[config.mk]
export PLATFORM = sky130hd
export DESIGN_NAME = ma256_digit_alu
export DESIGN_NICKNAME = d
export VERILOG_FILES = /design/src/design/ma256_pkg.sv /design/src/design/ma256_digit_alu.sv
export SDC_FILE = /design/constraint.sdc
export NUM_CORES = 1
export LEC_CHECK = 0
export BUFFER_PORTS_ARGS = -buffer_cell sky130_fd_sc_hd__buf_2
export CORE_MARGIN = 10
export CORE_UTILIZATION = 55
export DETAILED_ROUTE_END_ITERATION = 8
export PLACE_DENSITY = 0.9
export SLEW_MARGIN = 10
export SYNTH_ARGS = -nofsm -noshare
export SYNTH_HDL_FRONTEND = slang
export SYNTH_SLANG_ARGS = --single-unit
[constraint.sdc]
create_clock -name vclk -period 15.9
set_clock_uncertainty 0.2 [all_clocks]
set_input_delay 2.385 -clock vclk [all_inputs]
set_output_delay 2.385 -clock vclk [all_outputs]
set_load 0.02 [all_outputs]
[src/design/ma256_pkg.sv]
// ----------------------------------------------------------------------------
// ma256_pkg
// Shared types and constants of the 256-bit modular arithmetic core.
// ----------------------------------------------------------------------------
package ma256_pkg;

    localparam int DigitW   = 64;
    localparam int NumLimbs = 4;
    localparam int WordW    = DigitW * NumLimbs;
    localparam int InW      = 520;
    localparam int OutW     = 264;
    localparam int CfgIdxW  = 8;

    localparam logic [7:0] BitLast = 8'd255;

    typedef enum logic [1:0] {
        FUNC_ADD = 2'd0,
        FUNC_SUB = 2'd1,
        FUNC_MUL = 2'd2,
        FUNC_INV = 2'd3
    } func_t;

    typedef enum logic [7:0] {
        CFG_MOD0 = 8'd0,
        CFG_MOD1 = 8'd1,
        CFG_MOD2 = 8'd2,
        CFG_MOD3 = 8'd3
    } cfg_idx_t;

    typedef enum logic [1:0] {
        MSEL_AB,
        MSEL_CD,
        MSEL_DC
    } msel_t;

    typedef enum logic [4:0] {
        ST_IDLE,
        ST_MS_SUB,
        ST_MS_MY,
        ST_MS_ADD,
        ST_MS_RED,
        ST_MUL_ADD,
        ST_MUL_SHIFT,
        ST_RED_INIT,
        ST_RED_SUB,
        ST_RED_SEL,
        ST_MUL_FIN,
        ST_INV_CHECK,
        ST_HALVE_U,
        ST_XADD_U,
        ST_XSHIFT_U,
        ST_HALVE_V,
        ST_XADD_V,
        ST_XSHIFT_V,
        ST_CMP,
        ST_CMP_SEL,
        ST_VSUB,
        ST_OUT
    } state_t;

    typedef struct packed {
        logic [DigitW-1:0] x;
        logic [DigitW-1:0] y;
        logic              sub;
        logic              cin;
    } alu_req_t;

endpackage

[src/design/ma256_digit_alu.sv]
// ----------------------------------------------------------------------------
// ma256_digit_alu
// One-limb adder/subtractor with carry chaining across serial passes.
// ----------------------------------------------------------------------------
module ma256_digit_alu (
    input  ma256_pkg::alu_req_t          req,
    output logic [ma256_pkg::DigitW-1:0] sum,
    output logic                         cout
);

    logic [ma256_pkg::DigitW-1:0] y_eff;

    assign y_eff = req.sub ? ~req.y : req.y;
    assign {cout, sum} = {1'b0, req.x} + {1'b0, y_eff}
                         + {{ma256_pkg::DigitW{1'b0}}, req.cin};

endmodule

==> qor.csv, run 1 <==
stage;metric;value;unit
timing;period_share;0.5713;
timing;min_period;9083;ps
pwr;vdd_drop_max;0.05109;mV
yosys;syn-mean-instance-area;7.053;um^2
timing;fin_tns_setup;0;ps
final_layout;seqCellArea;0;um^2
yosys;syn_area;0.004563;mm^2
pwr;p_leak;2.696;nW
critical_path;cp_max_fo;36;
yosys;synth_top_area_frac;0.1727;
global_route;grt_pass1_wl;25.18;mm
floorplanning;io_pins;195;
global_route;antenna_found_initial;1;
timing;fmax;110.1;MHz
critical_path;worstPathArrival;6500;ps
final_layout;finalNetCount;1008;
route;drc;0;
timing;worstMarginPinSlew;582.7;ps
route;drt-pass1-iter-count;5;
timing;rsz0062_at_grt;false;
flow_run;maxCapViolations;0;
yosys;ys_types;66;
critical_path;worstSetupPathType;in2out;
floorplanning;dieArea;0.01234;mm^2
final_layout;nFlopsAndLatches;0;
route;wl;15.69;mm
placed_design;pre_cts_ws;6820;ps
final_layout;syn_to_final_growth;21.44;%
yosys;yosysMostFrequentCell;xor2_1;
floorplanning;start_util;0.5610;
timing;setup_viol;0;
critical_path;critPathBufInv;3;
global_route;grt_pass1_vias;5459;
yosys;yosys_warnings;0;
yosys;syn_nets;842;
pwr;total_power;0.4272;mW
route;initialDrtViolationCount;322;
yosys;synth.area.top_cells;ha_1 17%, xor2_1 17%, a21oi_1 8.4%, xnor2_1 6.9%, nand2_1 4.5%;
yosys;synth_cells;647;
status;outcome;finished clean;
timing;relSlewSlack;0.6115;
critical_path;start_kind;primary input;
critical_path;worstPathRequired;13320;ps
global_route;grt_max_degree;37;
hold_path;hold_path_class;in2out;
final_layout;drive_above_1_share;0.2787;
floorplanning;die_w;111.1;um
floorplanning;core.rowCount;33;
timing;fin_ws;6817;ps
placed_design;globalplace.congestion;0.9626;
cts;cts_resized;0;
critical_path;critical-path-top-delay-family;compound AO/OA/AOI/OAI gates;
yosys;synth_top_cell_by_area;ha_1;
placed_design;hpwl;13.52;mm
timing;drv_slew;0;
cts;cts-hold-fix-buffers;0;
route;vias;5426;
critical_path;cp_num_cells;15;
global_route;grt.total_usage;0.2249;
floorplanning;die_h;111.1;um
critical_path;crit_path_cell_trace;buf_4 > buf_4 > xnor2_1 > fa_1 > fa_1 > nand2b_1 > a21oi_2 > o21ai_0 > nand2_1 > a31oi_2 > o31a_4 > o31ai_4 > a21boi_1 > xnor2_1 > buf_2;
route;wl_per_cell;17.11;um
route;avgViaCountPerCell;5.917;
cts;postCtsSetupBuffers;0;
critical_path;crit_start;req[1];
final_layout;nClkBuffers;0;
floorplanning;core;0.008134;mm^2
pwr;p_per_area;77.09;mW/mm^2
final_layout;fillers;715;
route;ant_nets;0;
critical_path;cpPeakStageDelay;570;ps
critical_path;crit_end;sum[58];
yosys;seq_area_frac_synth;0;
critical_path;setup.worst_path.end_class;output pin;
placed_design;io_buffers;195;
yosys;yosys-top-cells-count;90 x xor2_1, 77 x a21oi_1, 63 x ha_1;
timing;hold_viol;0;
global_route;grt_overflow;0;
critical_path;critPathSlowestCell;buf_4;
## worst min-delay path, delay by kind of cell
kind | cells | cell delay, ps
fa+ha+maj | 1 | 150
buf+inv | 2 | 240
compound gates | 1 | 90
## kinds of logic (layout without fill, tap and decap cells)
family | after synthesis | in the layout | share of synthesized area
compound gates | 226 | 226 | 0.3354
simple gates | 178 | 178 | 0.1939
xor+xnor | 126 | 126 | 0.2418
fa+ha+maj | 65 | 65 | 0.1815
buf+inv | 52 | 216 | 0.04743
other cells | 0 | 1 | 0
## per-layer routing
| layer | up-vias | track usage | routed length, um |
|---|---|---|---|
| li1 | 2681 | - | - |
| met1 | 2481 | 0.2715 | 6577 |
| met2 | 251 | 0.4202 | 7789 |
| met3 | 13 | 0.03193 | 1195 |
| met4 | 0 | 0.02228 | 123 |
| met5 | - | 0 | 0 |
## worst min-delay path by stage
stage                     slack, ps  depth (start not counted)  startpoint      end
after global placement         5030                          4    req[129]     cout
after global routing           5090                          4    req[129]     cout
after detailed placement       5050                          4    req[129]     cout
after floorplan                4850                          2    req[129]  sum[63]
after CTS                      5050                          4    req[129]     cout
final                          5050                          4    req[129]     cout
## cells in the final DEF (no fill, tap or decap), types with 3 or more instances in the layout
master    netlist  final
nand2b_1        8      8
inv_1          20     20
xor2_1         90     90
a21oi_1        77     77
nor3_1         12     12
o211ai_1        4      4
o21a_1          5      5
nor3_2          3      3
nand2_1        55     55
xnor2_1        36     36
a211oi_2        3      3
ha_1           63     63
a31oi_1         7      7
or3_1           3      3
a21oi_2         6      6
o21bai_1       13     13
nand4_1        21     21
a41oi_1         3      3
nor2_1         38     38
buf_2          16    194
and3_1          7      7
nand3_1        13     13
a211oi_1        5      5
nor2b_1         6      6
o21ai_0        41     41
a21o_1         22     22
o21ai_1         8      8
## cell type report
type / instances / area, um^2 / area share
Inverter: 20 / 75.07 / 0.01355
Multi-Input combinational cell: 595 / 4347 / 0.7844
Timing Repair Buffer: 196 / 985.9 / 0.1779
Antenna cell: 1 / 2.502 / 0.0004516
Tap cell: 105 / 131.4 / 0.02371
## power breakdown
| part | internal, mW | leakage, nW | switching [mW] |
|---|---|---|---|
| Clock | 0.00000000841 | 0.00000634 | 0 |
| Sequential | 0 | 0 | 0 |
| Combinational | 0.158 | 2.70 | 0.269 |
## metrics by stage
step | area, um^2 | hold slack, ps | std cells | util
after global routing | 5542 | 5090 | 917 | 0.6813
after detailed placement | 5539 | 5050 | 916 | 0.6810
after global placement | 5539 | 5034 | 916 | 0.6810
after CTS | 5539 | 5050 | 916 | 0.6810
final | 5542 | 5048 | 917 | 0.6813
after floorplan | 4563 | 4853 | 647 | -
Note: power is estimated with default switching activity, not from simulation.
==> run 2: changes to the inputs <==
--- a/config.mk
+++ b/config.mk
@@ -7,9 +7,9 @@
 export LEC_CHECK = 0
 export BUFFER_PORTS_ARGS = -buffer_cell sky130_fd_sc_hd__buf_2
 export CORE_MARGIN = 10
-export CORE_UTILIZATION = 55
+export CORE_UTILIZATION = 51
 export DETAILED_ROUTE_END_ITERATION = 8
-export PLACE_DENSITY = 0.9
+export PLACE_DENSITY = 0.85
 export SLEW_MARGIN = 10
 export SYNTH_ARGS = -nofsm -noshare
 export SYNTH_HDL_FRONTEND = slang
==> constraint.sdc (replaced) <==
create_clock -name vclk -period 9.3
set_clock_uncertainty 0.2 [all_clocks]
set_input_delay 1.395 -clock vclk [all_inputs]
set_output_delay 1.395 -clock vclk [all_outputs]
set_load 0.02 [all_outputs]
==> qor.csv, run 2 (synthesis gave the netlist of run 1 again) <==
stage;metric;value;unit;change
placed_design;globalplace.congestion;0.9515;;-1.2%
critical_path;worstPathRequired;7710;ps;-5610 ps
timing;fmax;152.3;MHz;
global_route;grt.total_usage;0.2112;;-0.01366
pwr;intPower;0.2693;mW;+71%
critical_path;crit_start;req[1];;
critical_path;crit_end;sum[61];;
floorplanning;die_w;114.6;um;+3.2%
route;wl_per_cell;16.55;um;-3.2%
status;outcome;finished clean;;
route;initialDrtViolationCount;206;;-36%
global_route;antenna_found_initial;0;;-1
pwr;p_sw_frac;0.6289;;-0.001837
floorplanning;core.rowCount;34;;+3.0%
pwr;p_comb_frac;1.000;;about the same
global_route;grt_pass1_vias;5317;;-2.6%
critical_path;worstSetupPathType;in2out;;
cts;postCtsSetupBuffers;0;;unchanged
route;avgViaCountPerCell;5.829;;-1.5%
global_route;grt_max_degree;36;;-2.7%
critical_path;worstPathArrival;4970;ps;-1530 ps
timing;setup_viol;0;;unchanged
floorplanning;die_h;114.6;um;+3.2%
critical_path;start_kind;primary input;;
hold_path;worstHoldStart;req[129];;
pwr;seqPwrFrac;0;;unchanged
pwr;p_per_area;130.9;mW/mm^2;+70%
hold_path;min_path_cells;4;;unchanged
timing;fin_ws;2733;ps;-4083 ps
timing;period_share;0.7061;;
global_route;grt_overflow;0;;unchanged
placed_design;pre_cts_ws;2753;ps;-4068 ps
route;drt-pass1-iter-count;5;;unchanged
placed_design;hpwl;13.12;mm;-3.0%
cts;cts-hold-fix-buffers;0;;unchanged
timing;relSlewSlack;0.6162;;+0.004666
flow_run;maxCapViolations;0;;unchanged
final_layout;nFlopsAndLatches;0;;unchanged
route;vias;5357;;-1.3%
route;ant_nets;0;;unchanged
pwr;p_leak;2.696;nW;about the same
final_layout;nClkBuffers;0;;unchanged
pwr;vdd_drop_max;0.07698;mV;+51%
final_layout;drive_above_1_share;0.2787;;unchanged
timing;worstMarginPinSlew;575.7;ps;-6.998 ps
final_layout;final_cell_mix;194 x buf_2, 90 x xor2_1, 77 x a21oi_1;;
timing;drv_slew;0;;unchanged
global_route;grt_pass1_wl;24.47;mm;-2.8%
critical_path;cp_max_fo;35;;-2.8%
floorplanning;start_util;0.5232;;-0.03775
critical_path;setup.worst_path.end_class;output pin;;
final_layout;num_antenna_cells;0;;-1
route;wl;15.21;mm;-3.0%
timing;fin_tns_setup;0;ps;unchanged
final_layout;finalNetCount;1008;;unchanged
floorplanning;dieArea;0.01313;mm^2;+6.4%
placed_design;io_buffers;195;;unchanged
pwr;clkPwrFrac;0;;unchanged
timing;rsz0062_at_grt;false;;
floorplanning;core;0.008721;mm^2;+7.2%
final_layout;seqCellArea;0;um^2;unchanged
pwr;switching_power;0.4564;mW;+69%
route;drc;0;;unchanged
final_layout;multi_input_area;0.004347;mm^2;unchanged
floorplanning;io_pins;195;;unchanged
timing;hold_viol;0;;unchanged
timing;min_period;6567;ps;
final_layout;syn_to_final_growth;21.47;%;about the same
hold_path;hold_path_class;in2out;;
cts;cts_resized;0;;unchanged
final_layout;fillers;817;;+14%
final_layout;layout_commonest_cell;buf_2;;
==> run 2: cell count changes in the layout (fill, tap and decap cells not counted), sizes merged <==
cell	before	now
diode	1	0
==> run 2: power groups by stage <==
| stage | sequential, mW | combinational (mW) | clock (mW) |
|---|---|---|---|
| 2_1_floorplan | 0 | 0.510 | 0 |
| 3_3_place_gp | 0 | 0.714 | 0 |
| 3_5_place_dp | 0 | 0.719 | 0 |
| 4_1_cts | 0 | 0.723 | 0 |
| 5_1_grt | 0 | 0.785 | 0 |
| 6_report | 0 | 0.726 | 0 |
==> run 2: how the worst min path moves through the flow <==
stage	to	slack (ps)
global route	sum[63]	3080
finish	sum[63]	3070
global placement	cout	3040
floorplan	sum[63]	2870
detailed placement	sum[63]	3080
CTS	sum[63]	3080
==> run 2: worst max-delay path, stage by stage <==
cell	delay [ps]
buf_4	380
buf_4	580
xor2_1	140
ha_1	460
nand4_1	220
nor3_2	190
nand2_1	100
o31ai_1	290
a211oi_2	120
o21ai_2	330
a21oi_4	110
o31ai_2	270
xor2_1	160
buf_2	190
==> run 2: stage by stage <==
stage	hold slack [ps]	instances	instance area, um^2	util	total power, mW
after floorplan	2873	647	4563	-	0.5104
after global placement	3041	919	5543	0.6356	0.7142
after detailed placement	3078	919	5543	0.6356	0.7188
after CTS	3079	919	5543	0.6356	0.7228
after global routing	3085	919	5543	0.6356	0.7855
final	3069	919	5543	0.6356	0.7257
==> run 2: per-layer routing <==
metal / share of wire / vias up / GRT usage
met4: 0.019 / 0 / 0.03843
li1: - / 2682 / -
met2: 0.48 / 235 / 0.3745
met3: 0.079 / 25 / 0.03774
met5: 0 / - / 0
met1: 0.42 / 2415 / 0.2595
==> run 2: final cells by class <==
class,instances,area share
Multi-Input combinational cell,595,0.7842
Timing Repair Buffer,196,0.1779
Tap cell,108,0.02438
Inverter,20,0.01354
==> run 3: changes to the inputs <==
--- a/config.mk
+++ b/config.mk
@@ -7,9 +7,9 @@
 export LEC_CHECK = 0
 export BUFFER_PORTS_ARGS = -buffer_cell sky130_fd_sc_hd__buf_2
 export CORE_MARGIN = 10
-export CORE_UTILIZATION = 51
+export CORE_UTILIZATION = 46
 export DETAILED_ROUTE_END_ITERATION = 8
-export PLACE_DENSITY = 0.85
+export PLACE_DENSITY = 0.81
 export SLEW_MARGIN = 10
 export SYNTH_ARGS = -nofsm -noshare
 export SYNTH_HDL_FRONTEND = slang
==> constraint.sdc (replaced) <==
create_clock -name vclk -period 5.6
set_clock_uncertainty 0.2 [all_clocks]
set_input_delay 0.84 -clock vclk [all_inputs]
set_output_delay 0.84 -clock vclk [all_outputs]
set_load 0.02 [all_outputs]
==> qor.csv, run 3 (synthesis gave the netlist of run 1 again) <==
stage;metric;value;unit;change
timing;relSlewSlack;0.6792;;+0.06301
timing;drv_slew;0;;unchanged
floorplanning;core.rowCount;36;;+5.9%
floorplanning;io_pins;195;;unchanged
final_layout;final_cell_mix;194 x buf_2, 90 x xor2_1, 77 x a21oi_1;;
route;initialDrtViolationCount;289;;+40%
floorplanning;die_h;119.6;um;+4.4%
final_layout;nClkBuffers;0;;unchanged
pwr;p_per_area;214.8;mW/mm^2;+64%
critical_path;setup.worst_path.end_class;output pin;;
pwr;p_leak;2.706;nW;+0.36%
timing;hold_viol;0;;unchanged
placed_design;dp_cells;946;;+2.9%
timing;setup_viol;0;;unchanged
floorplanning;core;0.009729;mm^2;+12%
route;ant_nets;0;;unchanged
critical_path;crit_path_cell_trace;buf_4 > buf_4 > xor2_1 > inv_1 > fa_1 > nand2b_1 > a21oi_2 > o21ai_0 > nand2_1 > a31oi_2 > o31a_4 > o41ai_4 > a221oi_2 > xnor2_1 > buf_2;;
final_layout;stdcell_count;946;;+2.9%
critical_path;worstPathArrival;4160;ps;-810 ps
final_layout;num_antenna_cells;0;;unchanged
pwr;vdd_drop_max;0.1297;mV;+68%
critical_path;cp_common_cell;buf_4;;
cts;cts_resized;0;;unchanged
critical_path;start_kind;primary input;;
final_layout;fillers;998;;+22%
critical_path;critPathSlowestCell;fa_1;;
hold_path;hold_end;sum[63];;
route;wl_per_cell;15.69;um;-5.2%
timing;worstMarginPinSlew;478.3;ps;-97.41 ps
route;wl;14.85;mm;-2.4%
final_layout;multi_input_area;0.004347;mm^2;unchanged
critical_path;cp_max_fo;15;;-57%
cts;postCtsSetupBuffers;0;;unchanged
floorplanning;dieArea;0.01430;mm^2;+8.9%
route;vias;5230;;-2.4%
final_layout;final_util;0.5745;;-0.06112
timing;fmax;192.3;MHz;
timing;min_period;5199;ps;
status;outcome;finished clean;;
final_layout;drive_above_1_share;0.2804;;+0.001774
global_route;grt_max_degree;23;;-36%
global_route;grt_overflow;0;;unchanged
hold_path;hold_path_class;in2out;;
timing;fin_tns_setup;0;ps;unchanged
pwr;total_power;1.201;mW;+65%
hold_path;worstHoldStart;req[129];;
cts;cts-hold-fix-buffers;0;;unchanged
global_route;grt_pass1_vias;5255;;-1.2%
critical_path;cpPeakStageDelay;430;ps;-150 ps
global_route;grt_pass1_wl;24.17;mm;-1.2%
hold_path;min_path_cells;4;;unchanged
critical_path;worstPathRequired;4560;ps;-3150 ps
global_route;grt.total_usage;0.1905;;-0.02068
final_layout;finalNetCount;1010;;+0.20%
placed_design;io_buffers;195;;unchanged
flow_run;maxCapViolations;0;;unchanged
floorplanning;start_util;0.4690;;-0.05424
route;avgViaCountPerCell;5.529;;-5.2%
final_layout;seqCellArea;0;um^2;unchanged
placed_design;globalplace.congestion;0.9518;;about the same
final_layout;layout_commonest_cell;buf_2;;
timing;rsz0062_at_grt;false;;
floorplanning;die_w;119.6;um;+4.4%
global_route;antenna_found_initial;0;;unchanged
route;drc;0;;unchanged
critical_path;worstSetupPathType;in2out;;
timing;period_share;0.9285;;
final_layout;nFlopsAndLatches;0;;unchanged
route;drt-pass1-iter-count;5;;unchanged
placed_design;hpwl;13.16;mm;+0.33%
final_layout;syn_to_final_growth;22.48;%;
==> run 3: changes by cell type in the layout (fill, tap and decap cells not counted) <==
cell and delta:
buf_4 +2
==> run 3: area by class of cell <==
type                       count  share of cell area
tap                          133             0.02977
multi-input combinational    595              0.7777
timing repair buffer         198              0.1791
inverter                      20             0.01343
==> run 3: critical path: cells and delay by family <==
| kind | cells | cell delay [ps] |
|---|---|---|
| buffers and inverters | 4 | 810 |
| AO/OA/AOI/OAI | 6 | 1380 |
| XOR/XNOR | 2 | 360 |
| AND/OR/NAND/NOR | 2 | 330 |
| adder cells (fa/ha/maj) | 1 | 430 |
==> run 3: per-layer routing <==
layer | wire (um) | vias to the layer above | global-route usage
met4 | 193 | 0 | 0.02715
met1 | 6470 | 2348 | 0.2372
met5 | 0 | - | 0
li1 | - | 2687 | -
met3 | 974 | 16 | 0.03235
met2 | 7208 | 179 | 0.3411
==> run 3: worst max-delay path by stage <==
stage              end   start  depth (start not counted)  slack, ps
6_report       sum[46]  req[1]                         15        400
5_1_grt        sum[46]  req[1]                         15         50
4_1_cts        sum[46]  req[1]                         15        400
3_5_place_dp   sum[46]  req[1]                         15        410
3_3_place_gp   sum[46]  req[1]                         15        490
2_1_floorplan  sum[46]  req[1]                         14        100
==> run 3: stage by stage <==
step	instance area, um^2	worst slack (ps)	hold WS, ps
detailed placement	5589	414.6	1928
CTS	5589	398.1	1932
floorplan	4563	102.8	1763
global placement	5589	485.1	1930
finish	5589	400.7	1928
global route	5589	51.56	1969
==> run 3: power by group <==
part           leakage (nW)  switching, mW  internal [mW]
clock network             0              0              0
logic                  2.71          0.752          0.448
registers                 0              0              0
total                  2.71          0.752          0.448
